<file path="config.mk">
export PLATFORM = sky130hd
export DESIGN_NAME = wind_pulse_window_packer
export DESIGN_NICKNAME = d
export VERILOG_FILES = /design/src/sv/wpwp_pkg.sv /design/src/sv/wpwp_front.sv /design/src/sv/wpwp_queue.sv /design/src/sv/wpwp_back.sv /design/src/sv/wind_pulse_window_packer.sv
export SDC_FILE = /design/constraint.sdc
export NUM_CORES = 1
export LEC_CHECK = 0
export BUFFER_PORTS_ARGS = -buffer_cell sky130_fd_sc_hd__buf_2
export CORE_MARGIN = 8
export CORE_UTILIZATION = 45
export CTS_BUF_LIST = sky130_fd_sc_hd__clkbuf_8
export CTS_CLUSTER_DIAMETER = 50
export DETAILED_ROUTE_END_ITERATION = 8
export GPL_ROUTABILITY_DRIVEN = 0
export PLACE_DENSITY = 0.73
export SLEW_MARGIN = 20
export SYNTH_ARGS = -nofsm -noshare
export SYNTH_HDL_FRONTEND = slang
export SYNTH_SLANG_ARGS = --single-unit
</file>
<file path="constraint.sdc">
create_clock -name i_clk -period 7 [get_ports i_clk]
set_input_delay 0 -clock i_clk [delete_from_list [all_inputs] [get_ports i_clk]]
set_output_delay 0 -clock i_clk [all_outputs]
set_load 0.02 [all_outputs]
</file>
<file path="src/sv/wpwp_pkg.sv">
package wpwp_pkg;

    // Window and message geometry.
    localparam int TICKS_PER_WINDOW    = 12;
    localparam int SAMPLES_PER_MESSAGE = 10;
    localparam int MSG_BYTES           = SAMPLES_PER_MESSAGE + 2;

    // Field widths fixed by the interface.
    localparam int COUNT_W = 8;
    localparam int VOLT_W  = 16;
    localparam int TEMP_W  = 16;
    localparam int BYTE_W  = 8;
    localparam int POS_W   = 4;
    localparam int PHASE_W = 4;

    // Width of an index into the sample store.
    localparam int SLOT_W = (SAMPLES_PER_MESSAGE > 1) ? $clog2(SAMPLES_PER_MESSAGE) : 1;

    // Fixed-point form of the 0.067056 wind scale factor: x * 4395 >> 16.
    localparam int SCALE_MUL   = 4395;
    localparam int SCALE_SHIFT = 16;
    localparam int PROD_W      = BYTE_W + SCALE_SHIFT;

    // Temperature clamp window and offset, in tenths of a degree.
    localparam int TEMP_LOW    = -300;
    localparam int TEMP_HIGH   = 720;
    localparam int TEMP_OFFSET = 300;

    // Byte positions of the two trailer bytes.
    localparam logic [POS_W-1:0] POS_VOLT = POS_W'(SAMPLES_PER_MESSAGE);
    localparam logic [POS_W-1:0] POS_TEMP = POS_W'(SAMPLES_PER_MESSAGE + 1);

    // One complete message, handed from the front end to the emitter.
    typedef struct packed {
        logic [SAMPLES_PER_MESSAGE-1:0][BYTE_W-1:0] samples;
        logic [BYTE_W-1:0]                          volt_byte;
        logic [BYTE_W-1:0]                          temp_byte;
    } t_msg;

    // Scale a summed pulse byte to wind units.
    function automatic logic [BYTE_W-1:0] scale_sample(input logic [BYTE_W-1:0] x);
        logic [PROD_W-1:0] prod;
        prod = PROD_W'(x) * PROD_W'(SCALE_MUL);
        return prod[PROD_W-1:SCALE_SHIFT];
    endfunction

    // Keep bits 4 to 11 of the supply voltage.
    function automatic logic [BYTE_W-1:0] volt_byte(input logic [VOLT_W-1:0] v);
        return v[BYTE_W+3:4];
    endfunction

    // Clamp, offset and quarter the temperature.
    function automatic logic [BYTE_W-1:0] temp_byte(input logic signed [TEMP_W-1:0] t);
        logic signed [TEMP_W-1:0] clamped;
        logic [TEMP_W-1:0]        shifted;
        if (t < TEMP_W'(TEMP_LOW)) begin
            clamped = TEMP_W'(TEMP_LOW);
        end else if (t > TEMP_W'(TEMP_HIGH)) begin
            clamped = TEMP_W'(TEMP_HIGH);
        end else begin
            clamped = t;
        end
        shifted = TEMP_W'(clamped + TEMP_W'(TEMP_OFFSET));
        return shifted[BYTE_W+1:2];
    endfunction

endpackage

</file>
<file path="src/sv/wpwp_front.sv">
module wpwp_front (
    input  logic                                  i_clk,
    input  logic                                  i_rst_n,
    input  logic                                  i_valid,
    output logic                                  o_ready,
    input  logic [wpwp_pkg::COUNT_W-1:0]          i_pulse_count,
    input  logic [wpwp_pkg::VOLT_W-1:0]           i_supply_voltage,
    input  logic signed [wpwp_pkg::TEMP_W-1:0]    i_temperature,
    output logic                                  o_push,
    output wpwp_pkg::t_msg                        o_msg,
    input  logic                                  i_push_ready
);
    import wpwp_pkg::*;

    logic [PHASE_W-1:0] r_phase, n_phase;
    logic [SLOT_W-1:0]  r_slot, n_slot;
    logic [BYTE_W-1:0]  r_acc, n_acc;
    logic [BYTE_W-1:0]  r_store [SAMPLES_PER_MESSAGE];

    logic              accept;
    logic              win_end;
    logic              msg_end;
    logic [BYTE_W-1:0] sum;
    logic [BYTE_W-1:0] scaled;

    // A tick is taken whenever the queue can absorb a message.
    assign o_ready = i_push_ready;
    assign accept  = i_valid && i_push_ready;

    // Running sum: the first tick of a window restarts it at zero.
    assign sum     = (r_phase == '0) ? '0 : BYTE_W'(r_acc + i_pulse_count);
    assign scaled  = scale_sample(sum);
    assign win_end = (r_phase == PHASE_W'(TICKS_PER_WINDOW - 1));
    assign msg_end = win_end && (r_slot == SLOT_W'(SAMPLES_PER_MESSAGE - 1));
    assign o_push  = accept && msg_end;

    // Window and slot counters.
    always_comb begin
        n_phase = r_phase;
        n_slot  = r_slot;
        n_acc   = r_acc;
        if (accept) begin
            n_acc = sum;
            if (win_end) begin
                n_phase = '0;
                n_slot  = msg_end ? '0 : SLOT_W'(r_slot + 1'b1);
            end else begin
                n_phase = PHASE_W'(r_phase + 1'b1);
            end
        end
    end

    always_ff @(posedge i_clk) begin
        if (!i_rst_n) begin
            r_phase <= '0;
            r_slot  <= '0;
        end else begin
            r_phase <= n_phase;
            r_slot  <= n_slot;
        end
        r_acc <= n_acc;
    end

    // Completed samples are kept until the message goes out.
    always_ff @(posedge i_clk) begin
        if (accept && win_end) begin
            r_store[r_slot] <= scaled;
        end
    end

    // Assemble the message; the newest sample bypasses the store.
    always_comb begin
        for (int i = 0; i < SAMPLES_PER_MESSAGE; i++) begin
            o_msg.samples[i] = (i == SAMPLES_PER_MESSAGE - 1) ? scaled : r_store[i];
        end
        o_msg.volt_byte = volt_byte(i_supply_voltage);
        o_msg.temp_byte = temp_byte(i_temperature);
    end

endmodule

</file>
<file path="src/sv/wpwp_queue.sv">
module wpwp_queue (
    input  logic           i_clk,
    input  logic           i_rst_n,
    input  logic           i_push,
    input  wpwp_pkg::t_msg i_msg,
    output logic           o_push_ready,
    output logic           o_valid,
    output wpwp_pkg::t_msg o_msg,
    input  logic           i_pop
);
    import wpwp_pkg::*;

    // Two message entries, so one can be emitted while the next is built.
    t_msg       r_mem [2];
    logic       r_wptr, n_wptr;
    logic       r_rptr, n_rptr;
    logic [1:0] r_count, n_count;

    assign o_push_ready = (r_count != 2'd2);
    assign o_valid      = (r_count != 2'd0);
    assign o_msg        = r_mem[r_rptr];

    // Pointer and occupancy update.
    always_comb begin
        n_wptr  = i_push ? ~r_wptr : r_wptr;
        n_rptr  = i_pop ? ~r_rptr : r_rptr;
        n_count = r_count;
        if (i_push && !i_pop) begin
            n_count = r_count + 2'd1;
        end else if (!i_push && i_pop) begin
            n_count = r_count - 2'd1;
        end
    end

    always_ff @(posedge i_clk) begin
        if (!i_rst_n) begin
            r_wptr  <= 1'b0;
            r_rptr  <= 1'b0;
            r_count <= 2'd0;
        end else begin
            r_wptr  <= n_wptr;
            r_rptr  <= n_rptr;
            r_count <= n_count;
        end
    end

    // Entry storage.
    always_ff @(posedge i_clk) begin
        if (i_push) begin
            r_mem[r_wptr] <= i_msg;
        end
    end

endmodule

</file>
<file path="src/sv/wpwp_back.sv">
module wpwp_back (
    input  logic                           i_clk,
    input  logic                           i_rst_n,
    input  logic                           i_msg_valid,
    input  wpwp_pkg::t_msg                 i_msg,
    output logic                           o_pop,
    output logic                           o_valid,
    input  logic                           i_ready,
    output logic [wpwp_pkg::BYTE_W-1:0]    o_byte_value,
    output logic [wpwp_pkg::POS_W-1:0]     o_byte_position,
    output logic                           o_last_of_message
);
    import wpwp_pkg::*;

    logic [POS_W-1:0]  r_idx, n_idx;
    logic              r_oval, n_oval;
    logic [BYTE_W-1:0] r_byte;
    logic [POS_W-1:0]  r_pos;
    logic              r_last;

    logic              emit;
    logic              at_end;
    logic [BYTE_W-1:0] sel_byte;

    // A word is loaded when a message waits and the output register is free.
    assign emit   = i_msg_valid && (!r_oval || i_ready);
    assign at_end = (r_idx == POS_W'(MSG_BYTES - 1));
    assign o_pop  = emit && at_end;

    // Pick the byte for the current position.
    always_comb begin
        if (r_idx == POS_VOLT) begin
            sel_byte = i_msg.volt_byte;
        end else if (r_idx == POS_TEMP) begin
            sel_byte = i_msg.temp_byte;
        end else begin
            sel_byte = i_msg.samples[r_idx[SLOT_W-1:0]];
        end
    end

    // Position counter and output valid.
    always_comb begin
        n_idx  = r_idx;
        n_oval = r_oval;
        if (emit) begin
            n_idx  = at_end ? '0 : POS_W'(r_idx + 1'b1);
            n_oval = 1'b1;
        end else if (i_ready) begin
            n_oval = 1'b0;
        end
    end

    always_ff @(posedge i_clk) begin
        if (!i_rst_n) begin
            r_idx  <= '0;
            r_oval <= 1'b0;
        end else begin
            r_idx  <= n_idx;
            r_oval <= n_oval;
        end
        if (emit) begin
            r_byte <= sel_byte;
            r_pos  <= r_idx;
            r_last <= at_end;
        end
    end

    assign o_valid           = r_oval;
    assign o_byte_value      = r_byte;
    assign o_byte_position   = r_pos;
    assign o_last_of_message = r_last;

endmodule

</file>
<file path="src/sv/wind_pulse_window_packer.sv">
// Channel   Direction  Handshake            Word
// ticks     in         i_valid / o_ready    pulse count, supply voltage, temperature
// bytes     out        o_valid / i_ready    byte value, byte position, last flag
//
// One tick is accepted per cycle while o_ready is high; a tick that completes
// a message hands it to a two-entry message queue, and the emitter sends its
// 12 bytes one per cycle, while i_ready is high, through an output register.
// o_ready drops only while both queue entries hold messages not yet fully sent.
// Synchronous active-low reset clears the counters, the queue and the output valid.
module wind_pulse_window_packer (
    input  logic                                i_clk,
    input  logic                                i_rst_n,
    input  logic                                i_valid,
    output logic                                o_ready,
    input  logic [wpwp_pkg::COUNT_W-1:0]        i_pulse_count,
    input  logic [wpwp_pkg::VOLT_W-1:0]         i_supply_voltage,
    input  logic signed [wpwp_pkg::TEMP_W-1:0]  i_temperature,
    output logic                                o_valid,
    input  logic                                i_ready,
    output logic [wpwp_pkg::BYTE_W-1:0]         o_byte_value,
    output logic [wpwp_pkg::POS_W-1:0]          o_byte_position,
    output logic                                o_last_of_message
);
    import wpwp_pkg::*;

    logic push;
    logic push_ready;
    logic msg_valid;
    logic pop;
    t_msg front_msg;
    t_msg head_msg;

    // Tick accumulation and message assembly.
    wpwp_front u_front (
        .i_clk            (i_clk),
        .i_rst_n          (i_rst_n),
        .i_valid          (i_valid),
        .o_ready          (o_ready),
        .i_pulse_count    (i_pulse_count),
        .i_supply_voltage (i_supply_voltage),
        .i_temperature    (i_temperature),
        .o_push           (push),
        .o_msg            (front_msg),
        .i_push_ready     (push_ready)
    );

    // Message queue between the two sides.
    wpwp_queue u_queue (
        .i_clk        (i_clk),
        .i_rst_n      (i_rst_n),
        .i_push       (push),
        .i_msg        (front_msg),
        .o_push_ready (push_ready),
        .o_valid      (msg_valid),
        .o_msg        (head_msg),
        .i_pop        (pop)
    );

    // Byte emitter with registered output.
    wpwp_back u_back (
        .i_clk             (i_clk),
        .i_rst_n           (i_rst_n),
        .i_msg_valid       (msg_valid),
        .i_msg             (head_msg),
        .o_pop             (pop),
        .o_valid           (o_valid),
        .i_ready           (i_ready),
        .o_byte_value      (o_byte_value),
        .o_byte_position   (o_byte_position),
        .o_last_of_message (o_last_of_message)
    );

endmodule

</file>
==> results of run 1 <==
## Yosys cell counts (all sizes together) (2+ instances only)
library cell and count:
a21boi 5, a21oi 18, a221oi 8, a22oi 2
a31oi 3, and2 18, and3 3, buf 9
clkbuf 4, dfxtp 18, edfxtp 198, fa 14
ha 66, inv 58, mux2 4, mux2i 24
mux4 25, nand2 34, nand3 9, nand4 2
nor2 24, nor2b 11, nor3 8, nor3b 3
o211a 2, o21a 4, o21ai 17, o21bai 2
o22ai 9, or2 4, or3 2, xnor2 8
xor2 7
## layout by cell type (no fill, tap or decap), types with 9 or more instances in the layout
master	n
nor2b_1	11
edfxtp_1	198
nand3_1	9
clkbuf_8	36
a21oi_1	18
mux2i_1	24
o21ai_0	16
dfxtp_1	17
o22ai_1	9
fa_1	14
dlygate4sd3_1	19
mux4_2	25
inv_1	73
and2_1	17
ha_1	66
nor2_1	23
nand2_1	34
buf_2	50
## per-stage QoR
stage	cells	total power (uW)
after floorplan	635	1708
after global placement	959	1794
after detailed placement	959	1824
after CTS	1038	2763
after global routing	1038	2870
final	1038	2730
## state kept, by name, indices dropped and copies added, names as in the netlist, named ones only
register	flops
u_back.o_valid	1
u_queue.r_mem	132
u_queue.r_wptr	1
u_front.r_acc	8
u_back.o_byte_value	8
u_back.o_byte_position	4
u_front.r_slot	4
u_front.r_store	45
u_queue.r_rptr	1
u_back.r_idx	4
u_queue.r_count	2
u_front.r_phase	4
u_back.o_last_of_message	1
## path summary, 6_finish.rpt
check	slack, ps	depth (start not counted)	endpoint
max	760	24	u_front.r_store[6][2]$_DFFE_PP_
min	90	4	u_queue.r_mem[0][3]$_DFFE_PP_
max reg2reg	760	24	u_front.r_store[6][2]$_DFFE_PP_
min reg2reg	440	0	u_queue.r_mem[1][73]$_DFFE_PP_
## kinds of logic after synthesis
logic type | after synthesis
xor+xnor | 15
compound gates | 79
simple gates | 121
flops | 216
mux | 53
buf+inv | 71
fa+ha+maj | 80
## worst register-to-register path: cells and delay by family (launching register included)
family / cells / cell delay (ps)
adders and majority gates: 7 / 2330
AOI/OAI and AO/OA: 6 / 1190
and+or+nand+nor: 5 / 1000
xor gates and xnor gates: 1 / 740
DFF: 1 / 360
buffers and inverters: 5 / 270
## final cells by class
cell class | count | share of cell area
sequential | 216 | 0.5637
multi-input combinational | 348 | 0.2886
clock buffer | 36 | 0.04429
timing repair buffer | 76 | 0.04406
tap | 280 | 0.03131
inverter | 58 | 0.01946
clock inverter | 24 | 0.008499
## routing by layer
layer | wire length [um] | up-vias | GRT usage
met5 | 0 | - | 0
met4 | 681 | 0 | 0.07149
met3 | 1218 | 56 | 0.03784
met2 | 9538 | 186 | 0.2508
met1 | 7648 | 2729 | 0.1650
li1 | - | 2591 | -
## timing repair
action	CTS	global route
endpoints found under the hold margin	48	0
resized for setup	0	0
hold buffers	19	0
## report_power, final
group	internal, uW	switching [uW]
sequential	1420	3.18
clock	473	453
combinational	155	224
==> metrics.md, run 1 <==
| Metric | Value |
|---|---|
| Status | `finished, final reports clean` |
| Vias per std cell | `5.358` |
| DRC errors left | `0` |
| F_max | `0.1604 GHz` |
| Antenna-violating nets left | `0` |
| Post-synthesis sequential area ratio | `0.6422` |
| Htree depth | `2` |
| DIE AREA | `26800 um2` |
| WP data arrival | `6410 ps` |
| Yosys top cell by area | `edfxtp_1` |
| Final setup margin | `764.1 ps` |
| Total CTS buffers | `34` |
| P&R area growth vs syn | `13.94%` |
| Post-Synth Simple-Gate Area | `0.06231` |
| Layout cells sized above 1 | `0.1794` |
| Number of port buffers | `50` |
| Hold Slack | `91.56 ps` |
| Initial drt markers | `328` |
| Clk Latency, worst-skew pair | `520 ps` |
| Critical Path RT | `7170 ps` |
| Routed vias | `5562` |
| CP max-delay cell | `xnor2_1` |
| Yosys warns | `0` |
| CTS tree | `built` |
| Die width | `163.7 um` |
| CP Capture Type | `register` |
| Util after Layout | `0.5175` |
| Asr flop ratio synth | `0` |
| Clk buf depth | `3` |
| Row Count | `54` |
| Gr usage total | `0.1452` |
| Skew final | `24.03 ps` |
| Overflow after GRT | `0` |
| CP Class | `reg -> reg` |
| Clock sink count | `216` |
| Buf+Inv Stages, Crit Path | `5` |
| Global-route wire length before repair | `30300 um` |
| CP cell instances | `ha_1 > inv_1 > fa_1 > nor2b_1 > o21ai_0 > a21boi_0 > o21a_1 > or3_1 > and3_1 > ha_1 > inv_1 > fa_1 > inv_1 > ha_1 > inv_1 > fa_1 > inv_1 > ha_1 > nand3_1 > nor3_1 > a211oi_1 > o21ai_0 > a21oi_1 > xnor2_1` |
| DP HPWL | `12740 um` |
| Worst rel slew slack | `0.3670` |
| IO Pins | `59` |
| Final max-slew violation count | `0` |
| Layout Nets | `858` |
| Actual slew at the worst max-slew pin | `947.6 ps` |
| Synth Area in Compound Gates | `0.05339` |
| Synth cell types | `52` |
| Vias in the first global route | `6089` |
| Crit path launch | `u_front.r_acc[0]$_DFFE_PP_` |
| CP dominant cell by count | `inv_1` |
| CP max stage delay | `740 ps` |
| Hold Path Class | `in -> reg` |
| Root Driver | `clkbuf_8` |
| Die H | `163.7 um` |
| Worst VDD drop | `152.9 uV` |
| Register area | `6307 um2` |
| Synthesized area | `9819 um2` |
| Adder-cell share of the synthesized area | `0.1126` |
| Crit path launch type | `register` |
| Multi-input gate area | `3229 um2` |
| Pin count of the biggest net entering global routing | `68` |
| Post-synthesis xor/xnor area fraction | `0.01338` |
| Post-synthesis mux area share | `0.08639` |
| Main synth FF type | `edfxtp_1` |
| Area after DPL | `10410 um2` |
| R2R Path Start | `u_front.r_acc[0]$_DFFE_PP_` |
| RSZ-0062 raised after global routing | `no` |
| Share of the synthesized area in the top cell type | `0.6055` |
| Pleak | `0.004275 uW` |
| Post-CTS setup repair buffer count | `0` |
| Cells after synthesis | `635` |
| Fin. Hold Viols | `0` |
| Initial antenna violation count | `0` |
| Final min period | `6236 ps` |
| Setup TNS | `0 ps` |
| CTS clk-pin slew, worst paths | `60 ps` |
| Syn Area/Cell | `15.46 um2` |
| ANT cells | `0` |
| Core area | `21620 um2` |
| P per Cell Area | `244.0 nW/um2` |
| Synth area leaders | `edfxtp_1 (61%), ha_1 (8.4%), mux4_2 (5.7%), dfxtp_1 (3.7%), fa_1 (2.9%)` |
| Largest family of logic cells by synthesized area | `adder cells` |
| CP max FO | `11` |
| # fillers | `1754` |
| Final setup fails | `0` |
| Initial Util | `0.4542` |
| Pre-CTS setup slack | `737.1 ps` |
| CP delay by family, top | `adder cells` |
| Routed WL per cell | `18.39 um` |
| Net Count, Synth | `759` |
| DRT Pass-1 Iters | `5` |
| Final cycle utilization of the critical path | `0.8908` |
| Post-route cell area | `11190 um2` |
| Hold_sp | `i_temperature[14]` |
| Yosys reg bits | `216` |
| DRT Wirelength | `19090 um` |
| Post-synth EDFFs | `198` |
| Max Cap Viol | `0` |
No activity file was read; power rests on OpenSTA's default activity.
==> run 2: changes to the inputs <==
--- a/config.mk
+++ b/config.mk
@@ -7,12 +7,12 @@
 export LEC_CHECK = 0
 export BUFFER_PORTS_ARGS = -buffer_cell sky130_fd_sc_hd__buf_2
 export CORE_MARGIN = 8
-export CORE_UTILIZATION = 45
+export CORE_UTILIZATION = 50
 export CTS_BUF_LIST = sky130_fd_sc_hd__clkbuf_8
 export CTS_CLUSTER_DIAMETER = 50
 export DETAILED_ROUTE_END_ITERATION = 8
 export GPL_ROUTABILITY_DRIVEN = 0
-export PLACE_DENSITY = 0.73
+export PLACE_DENSITY = 0.79
 export SLEW_MARGIN = 20
 export SYNTH_ARGS = -nofsm -noshare
 export SYNTH_HDL_FRONTEND = slang
==> run 2 against run 1 <==
Cell area increased by 0.46%; clock skew about the same; clock-buffer cell count increased by 1; clock power increased by 11%; sequential power about the same; via count decreased by 0.43%; power increased by 3.5%; critical path depth unchanged; utilization increased by 6.2 points; sequential share of layout area decreased by 0.26 points; critical endpoint is now u_front.r_store[7][2]$_DFFE_PP_.
==> metrics.md, run 2 (same netlist as run 1, synthesis figures left out) <==
| Metric | Value |
|---|---|
| Overall Power | `2825 uW (+3.5%)` |
| Final setup fails | `0 (unchanged)` |
| Post_cts resized | `0 (unchanged)` |
| Crit path launch type | `register` |
| DRC errors left | `0 (unchanged)` |
| Antenna-violating nets left | `0 (unchanged)` |
| Die H | `156.1 um (-4.6%)` |
| Total CTS buffers | `35 (+2.9%)` |
| Net switching power figure | `683.5 uW (+0.40%)` |
| Pleak | `0.004311 uW (+0.83%)` |
| CTS tree | `built` |
| Core area | `19400 um2 (-10%)` |
| Clock sink count | `216 (unchanged)` |
| Metal3 WL | `971 um (-20%)` |
| CP cell instances | `ha_1 > inv_1 > fa_1 > nor2b_1 > o21ai_0 > a21boi_0 > o21a_1 > or3_1 > and3_1 > ha_1 > inv_1 > fa_1 > inv_1 > ha_1 > inv_1 > fa_1 > inv_1 > ha_1 > nand3_1 > nor3_1 > a211oi_1 > o21ai_0 > a21oi_1 > xnor2_1` |
| # fillers | `1431 (-18%)` |
| WP data arrival | `6430 ps (+20 ps)` |
| Initial antenna violation count | `0 (unchanged)` |
| Buf+Inv Stages, Crit Path | `5 (unchanged)` |
| Routed WL per cell | `18.53 um (+0.76%)` |
| Hold_buf cts | `18 (-1)` |
| Met1 wire length | `7748 um (+1.3%)` |
| Root Driver | `clkbuf_8` |
| R2r worst-path depth | `24 (unchanged)` |
| F_max | `0.1596 GHz (-0.45%)` |
| Most frequent cells in the layout | `edfxtp_1 (198), inv_1 (73), ha_1 (66), buf_2 (50), clkbuf_8 (37)` |
| Final cell count without fillers | `1024 (-1.3%)` |
| DIE AREA | `24380 um2 (-9.0%)` |
| Fin. Hold Viols | `0 (unchanged)` |
| Vias per std cell | `5.408 (+0.93%)` |
| RSZ-0062 raised after global routing | `no` |
| Clk buf depth | `3 (unchanged)` |
| Global-route wire length before repair | `30250 um (-0.16%)` |
| Clock power share | `0.363 (+0.024)` |
| Hold Path Class | `in -> reg` |
| P&R area growth vs syn | `14.46%` |
| Die width | `156.1 um (-4.6%)` |
| Row Count | `51 (-5.6%)` |
| Hold Slack | `64.19 ps (-27.37 ps)` |
| Biggest register | `u_queue.r_mem` |
| DRT Pass-1 Iters | `5 (unchanged)` |
| Layout Nets | `858 (unchanged)` |
| Pin count of the biggest net entering global routing | `68 (unchanged)` |
| Commonest non-fill, non-tap cell in the layout | `edfxtp_1` |
| Regs by FF count | `u_queue.r_mem x132, u_front.r_store x45` |
| Setup TNS | `0 ps (unchanged)` |
| Vias in the first global route | `5866 (-3.7%)` |
| Final max-slew violation count | `0 (unchanged)` |
| R2R Path Start | `u_front.r_acc[0]$_DFFE_PP_` |
| Reg power frac | `0.504 (-0.018)` |
| CP dominant cell by count | `inv_1` |
| CP max stage delay | `780 ps (+40 ps)` |
| Layout cells sized above 1 | `0.1858 (+0.006351)` |
| CP Capture Type | `register` |
| Overflow after GRT | `0 (unchanged)` |
| Highest routed layer | `met4` |
| Max reg flops | `132 (unchanged)` |
| Max Cap Viol | `0 (unchanged)` |
| Initial Util | `0.5062 (+0.05203)` |
| Initial drt markers | `427 (+30%)` |
| Worst reg2reg setup slack | `740 ps (-30 ps)` |
| Actual slew at the worst max-slew pin | `986.8 ps (+39.18 ps)` |
| CP delay by family, top | `adder cells` |
| DP HPWL | `12770 um (+0.20%)` |
| CP Class | `reg -> reg` |
| Worst rel slew slack | `0.3374 (-0.02955)` |
| Worst VDD drop | `135.8 uV (-11%)` |
| Clk Latency, worst-skew pair | `510 ps (about the same)` |
| Critical R2R Capture | `u_front.r_store[7][2]$_DFFE_PP_` |
| Critical Path RT | `7170 ps (about the same)` |
| Final cycle utilization of the critical path | `0.8949 (+0.004032)` |
| Skew final | `24.15 ps (+0.1220 ps)` |
| CP max-delay cell | `xnor2_1` |
| Final min period | `6264 ps (+28.22 ps)` |
| Gr usage total | `0.1596 (+0.01438)` |
| CTS clk-pin slew, worst paths | `60 ps (about the same)` |
| P per Cell Area | `251.3 nW/um2 (+3.0%)` |
| Htree depth | `2 (unchanged)` |
| Sw frac | `0.2420 (-0.007375)` |
| Cell depth of the worst setup path | `24 (unchanged)` |
| Post-CTS setup repair buffer count | `0 (unchanged)` |
| DR WL met2 | `9808 um (+2.8%)` |
| IO Pins | `59 (unchanged)` |
| Pint | `2141 uW (+4.5%)` |
| ANT cells | `0 (unchanged)` |
| Placed cells | `944 (-1.6%)` |
| Routed vias | `5538 (-0.43%)` |
| Combinational share of power | `0.133 (-0.006)` |
| Status | `finished, final reports clean` |
| Number of port buffers | `50 (unchanged)` |
| DRT Wirelength | `18970 um (-0.60%)` |
| CP max FO | `11 (unchanged)` |
| CP endpoint | `u_front.r_store[7][2]$_DFFE_PP_` |
| Crit path launch | `u_front.r_acc[0]$_DFFE_PP_` |
## run 2: how the worst min path moves through the flow
| stage | startpoint | to | slack (ps) | depth (start not counted) |
|---|---|---|---|---|
| finish | i_temperature[3] | u_queue.r_mem[0][1]$_DFFE_PP_ | 60 | 4 |
| global route | i_temperature[3] | u_queue.r_mem[0][1]$_DFFE_PP_ | 70 | 4 |
| CTS | i_temperature[3] | u_queue.r_mem[0][1]$_DFFE_PP_ | 20 | 4 |
| detailed placement | i_supply_voltage[4] | u_queue.r_mem[0][8]$_DFFE_PP_ | 200 | 1 |
| global placement | i_supply_voltage[10] | u_queue.r_mem[0][14]$_DFFE_PP_ | 190 | 1 |
| floorplan | i_supply_voltage[6] | u_queue.r_mem[0][10]$_DFFE_PP_ | 100 | 0 |
## run 2: per-stage QoR
step	cell area [um2]	util	worst slack, ps
floorplan	9819	-	1648
global placement	10390	0.5355	1094
detailed placement	10390	0.5355	780.2
CTS	11240	0.5794	749.7
global route	11240	0.5794	262.0
finish	11240	0.5794	735.8
## run 2: layout make-up
| type | instances | area (um2) | share of cell area |
|---|---|---|---|
| multi-input cells | 348 | 3229 | 0.2873 |
| clock inverters | 25 | 161.4 | 0.01436 |
| flip-flops and latches | 216 | 6307 | 0.5612 |
| repair buffers | 75 | 483.0 | 0.04297 |
| inverters | 58 | 217.7 | 0.01937 |
| well taps | 265 | 331.6 | 0.02950 |
| clock buffers | 37 | 509.2 | 0.04531 |
## run 2: worst reg2reg max path, cell delays in order, from the launching register on
cell and delay (ps):
edfxtp_1 370, ha_1 210, inv_1 70, fa_1 170
nor2b_1 60, o21ai_0 190, a21boi_0 150, o21a_1 200
or3_1 320, and3_1 290, ha_1 310, inv_1 50
fa_1 530, inv_1 40, ha_1 260, inv_1 50
fa_1 530, inv_1 50, ha_1 300, nand3_1 120
nor3_1 250, a211oi_1 140, o21ai_0 340, a21oi_1 140
xnor2_1 780
## run 2: power by group through the flow
stage          Sequential, uW  Combinational [uW]  Clock, uW
2_1_floorplan            1450                 258          0
3_3_place_gp             1450                 337          0
3_5_place_dp             1450                 366          0
4_1_cts                  1420                 379       1040
5_1_grt                  1420                 437       1100
6_report                 1420                 375       1030
## run 2: routing by layer
layer	vias to the layer above	track usage
met3	40	0.03047
li1	2602	-
met1	2728	0.1907
met2	168	0.2802
met4	0	0.06224
met5	-	0
==> run 3: changes to the inputs <==
--- a/config.mk
+++ b/config.mk
@@ -12,7 +12,7 @@
 export CTS_CLUSTER_DIAMETER = 50
 export DETAILED_ROUTE_END_ITERATION = 8
 export GPL_ROUTABILITY_DRIVEN = 0
-export PLACE_DENSITY = 0.79
+export PLACE_DENSITY = 0.81
 export SLEW_MARGIN = 20
 export SYNTH_ARGS = -nofsm -noshare
 export SYNTH_HDL_FRONTEND = slang
==> constraint.sdc (replaced) <==
create_clock -name i_clk -period 5.25 [get_ports i_clk]
set_input_delay 0 -clock i_clk [delete_from_list [all_inputs] [get_ports i_clk]]
set_output_delay 0 -clock i_clk [all_outputs]
set_load 0.02 [all_outputs]
==> run 3 against run 2 <==
Worst hold slack improved by 17 ps; the flow now finishes with violations (setup timing); first-iteration DRC count increased by 25%; power increased by 40%; sequential power increased by 34%; sequential share of layout area decreased by 2.3 points.
==> metrics.md, run 3 (same netlist as run 1, synthesis figures left out) <==
| Metric | Value |
|---|---|
| Actual slew at the worst max-slew pin | `946.8 ps (-39.93 ps)` |
| Worst rel slew slack | `0.3688 (+0.03135)` |
| Biggest register | `u_queue.r_mem` |
| Final setup fails | `19 (+19)` |
| Row Count | `51 (unchanged)` |
| Status | `complete, but fails checks` |
| Pleak | `0.004486 uW (+4.1%)` |
| Initial antenna violation count | `0 (unchanged)` |
| Commonest non-fill, non-tap cell in the layout | `edfxtp_1` |
| Clock sink count | `216 (unchanged)` |
| Overflow after GRT | `0 (unchanged)` |
| Met1 wire length | `8080 um (+4.3%)` |
| IO Pins | `59 (unchanged)` |
| Hold Path Class | `in -> reg` |
| Final max-slew violation count | `0 (unchanged)` |
| CP Class | `reg -> reg` |
| Regs by FF count | `u_queue.r_mem x132, u_front.r_store x45` |
| Vias in the first global route | `6147 (+4.8%)` |
| Layout Nets | `879 (+2.4%)` |
| DRT Wirelength | `21210 um (+12%)` |
| Routed vias | `5849 (+5.6%)` |
| Initial Util | `0.5062 (unchanged)` |
| Max reg flops | `132 (unchanged)` |
| # fillers | `1389 (-2.9%)` |
| Final setup margin | `-12.16 ps (-748.0 ps)` |
| ANT cells | `0 (unchanged)` |
| Most frequent cells in the layout | `edfxtp_1 (198), inv_1 (65), ha_1 (61), buf_2 (50)` |
| DRT Pass-1 Iters | `8 (+3)` |
| Crit path launch type | `register` |
| Hold Slack | `81.51 ps (+17.32 ps)` |
| Critical Path RT | `5470 ps (-1700 ps)` |
| Util after Layout | `0.6037 (+0.02425)` |
| CTS tree | `built` |
| Fin. Hold Viols | `0 (unchanged)` |
| Skew final | `30.75 ps (+6.602 ps)` |
| CTS clk-pin slew, worst paths | `60 ps (about the same)` |
| DR WL met2 | `11140 um (+14%)` |
| Overall Power | `3960 uW (+40%)` |
| Pin count of the biggest net entering global routing | `68 (unchanged)` |
| Clk buf depth | `3 (unchanged)` |
| Worst VDD drop | `356.9 uV (+160%)` |
| Gr usage total | `0.1724 (+0.01286)` |
| CP max FO | `11 (unchanged)` |
| Max Cap Viol | `0 (unchanged)` |
| Clk Latency, worst-skew pair | `520 ps (about the same)` |
| Htree depth | `2 (unchanged)` |
| RSZ-0062 raised after global routing | `yes` |
| Root Driver | `clkbuf_8` |
| Global-route wire length before repair | `32580 um (+7.7%)` |
| Failing checks | `setup timing` |
| DP HPWL | `13410 um (+5.0%)` |
| P per Cell Area | `338.1 nW/um2 (+35%)` |
| Core area | `19400 um2 (unchanged)` |
| Final min period | `5262 ps (-1002 ps)` |
| CP Capture Type | `register` |
| Highest routed layer | `met4` |
| P&R area growth vs syn | `19.25%` |
| Number of port buffers | `50 (unchanged)` |
| Total CTS buffers | `34 (-2.9%)` |
| Metal3 WL | `1352 um (+39%)` |
| WP data arrival | `5480 ps (-950 ps)` |
| F_max | `0.1900 GHz (+19%)` |
| DRC errors left | `0 (unchanged)` |
| Die H | `156.1 um (unchanged)` |
| Routed WL per cell | `20.28 um (+9.4%)` |
| Die width | `156.1 um (unchanged)` |
| Layout cells sized above 1 | `0.2497 (+0.06391)` |
| Final cycle utilization of the critical path | `1.002 (+0.1074)` |
| Initial drt markers | `534 (+25%)` |
| DIE AREA | `24380 um2 (unchanged)` |
| Antenna-violating nets left | `0 (unchanged)` |
| Vias per std cell | `5.592 (+3.4%)` |
## run 3: cell types whose count changed in the layout (fill, tap and decap cells not counted), sizes merged
cell,change
buf,+18
clkinv,+8
inv,-5
clkbuf,-3
xnor2,+2
bufinv,+1
clkinvlp,-1
nor2b,+1
xor2,+1
## run 3: layout make-up
cell class                      count  area, um2  share of cell area
Timing Repair Buffer               93      633.1             0.05407
Sequential cell                   216       6307              0.5386
Tap cell                          265      331.6             0.02831
Clock inverter                     28      211.5             0.01806
Multi-Input combinational cell    352       3541              0.3024
Inverter                           58      217.7             0.01859
Clock buffer                       34      467.9             0.03996
## run 3: critical path: stages, from the launching register on
cell      delay, ps
edfxtp_1        380
ha_2            200
inv_2            60
fa_2            200
nor2b_2          50
o21ai_2         150
a21boi_2         90
o21a_1          220
or3_4           400
and3_4          210
ha_4            260
inv_2            30
fa_1            470
inv_1            40
ha_1            260
inv_1            40
fa_1            480
inv_2            50
ha_4            230
a21oi_2         160
o22ai_2         100
a211oi_2        200
buf_4           180
a21oi_4          60
nor3_1          320
nor2_4          130
## run 3: per-layer routing
metal  track usage  up-vias
li1              -     2644
met1        0.2000     2902
met2        0.3101      249
met3       0.03019       54
met4       0.07094        0
met5             0        -
## run 3: stage by stage
step / instances / area (um2) / TNS [ps] / worst slack, ps
after floorplan: 635 / 9827 / 0 / 34.34
after global placement: 951 / 10450 / -11510 / -248.3
after detailed placement: 951 / 10450 / -29380 / -565.9
after CTS: 1039 / 11530 / 0 / 2.157
after global routing: 1046 / 11710 / -7027 / -161.0
final: 1046 / 11710 / -121.4 / -12.16
## run 3: path summary, 6_finish.rpt
check / start / end / slack [ps] / cells after the start
worst max register to register: u_front.r_acc[0]$_DFFE_PP_ / u_front.r_store[3][0]$_DFFE_PP_ / -10 / 25
worst min register to register: u_front.r_store[1][3]$_DFFE_PP_ / u_queue.r_mem[1][27]$_DFFE_PP_ / 440 / 0
worst min-delay path: i_temperature[8] / u_queue.r_mem[1][6]$_DFFE_PP_ / 80 / 3
worst max-delay path: u_front.r_acc[0]$_DFFE_PP_ / u_front.r_store[3][0]$_DFFE_PP_ / -10 / 25
## run 3: what timing repair did
| action | in CTS | in global routing |
|---|---|---|
| setup buffers | 6 | 6 |
| resized for setup | 31 | 21 |
| cloned | 3 | 1 |
| endpoints found under the setup margin | 55 | 55 |
| endpoints found under the hold margin | 44 | 0 |
| pin swaps | 24 | 10 |
| hold buffers | 18 | 0 |
## run 3: power breakdown
| group | switching [uW] | total, uW | internal, uW |
|---|---|---|---|
| Clock | 643 | 1410 | 766 |
| Combinational | 366 | 652 | 286 |
| Sequential | 4.73 | 1900 | 1890 |
| Total | 1010 | 3960 | 2950 |
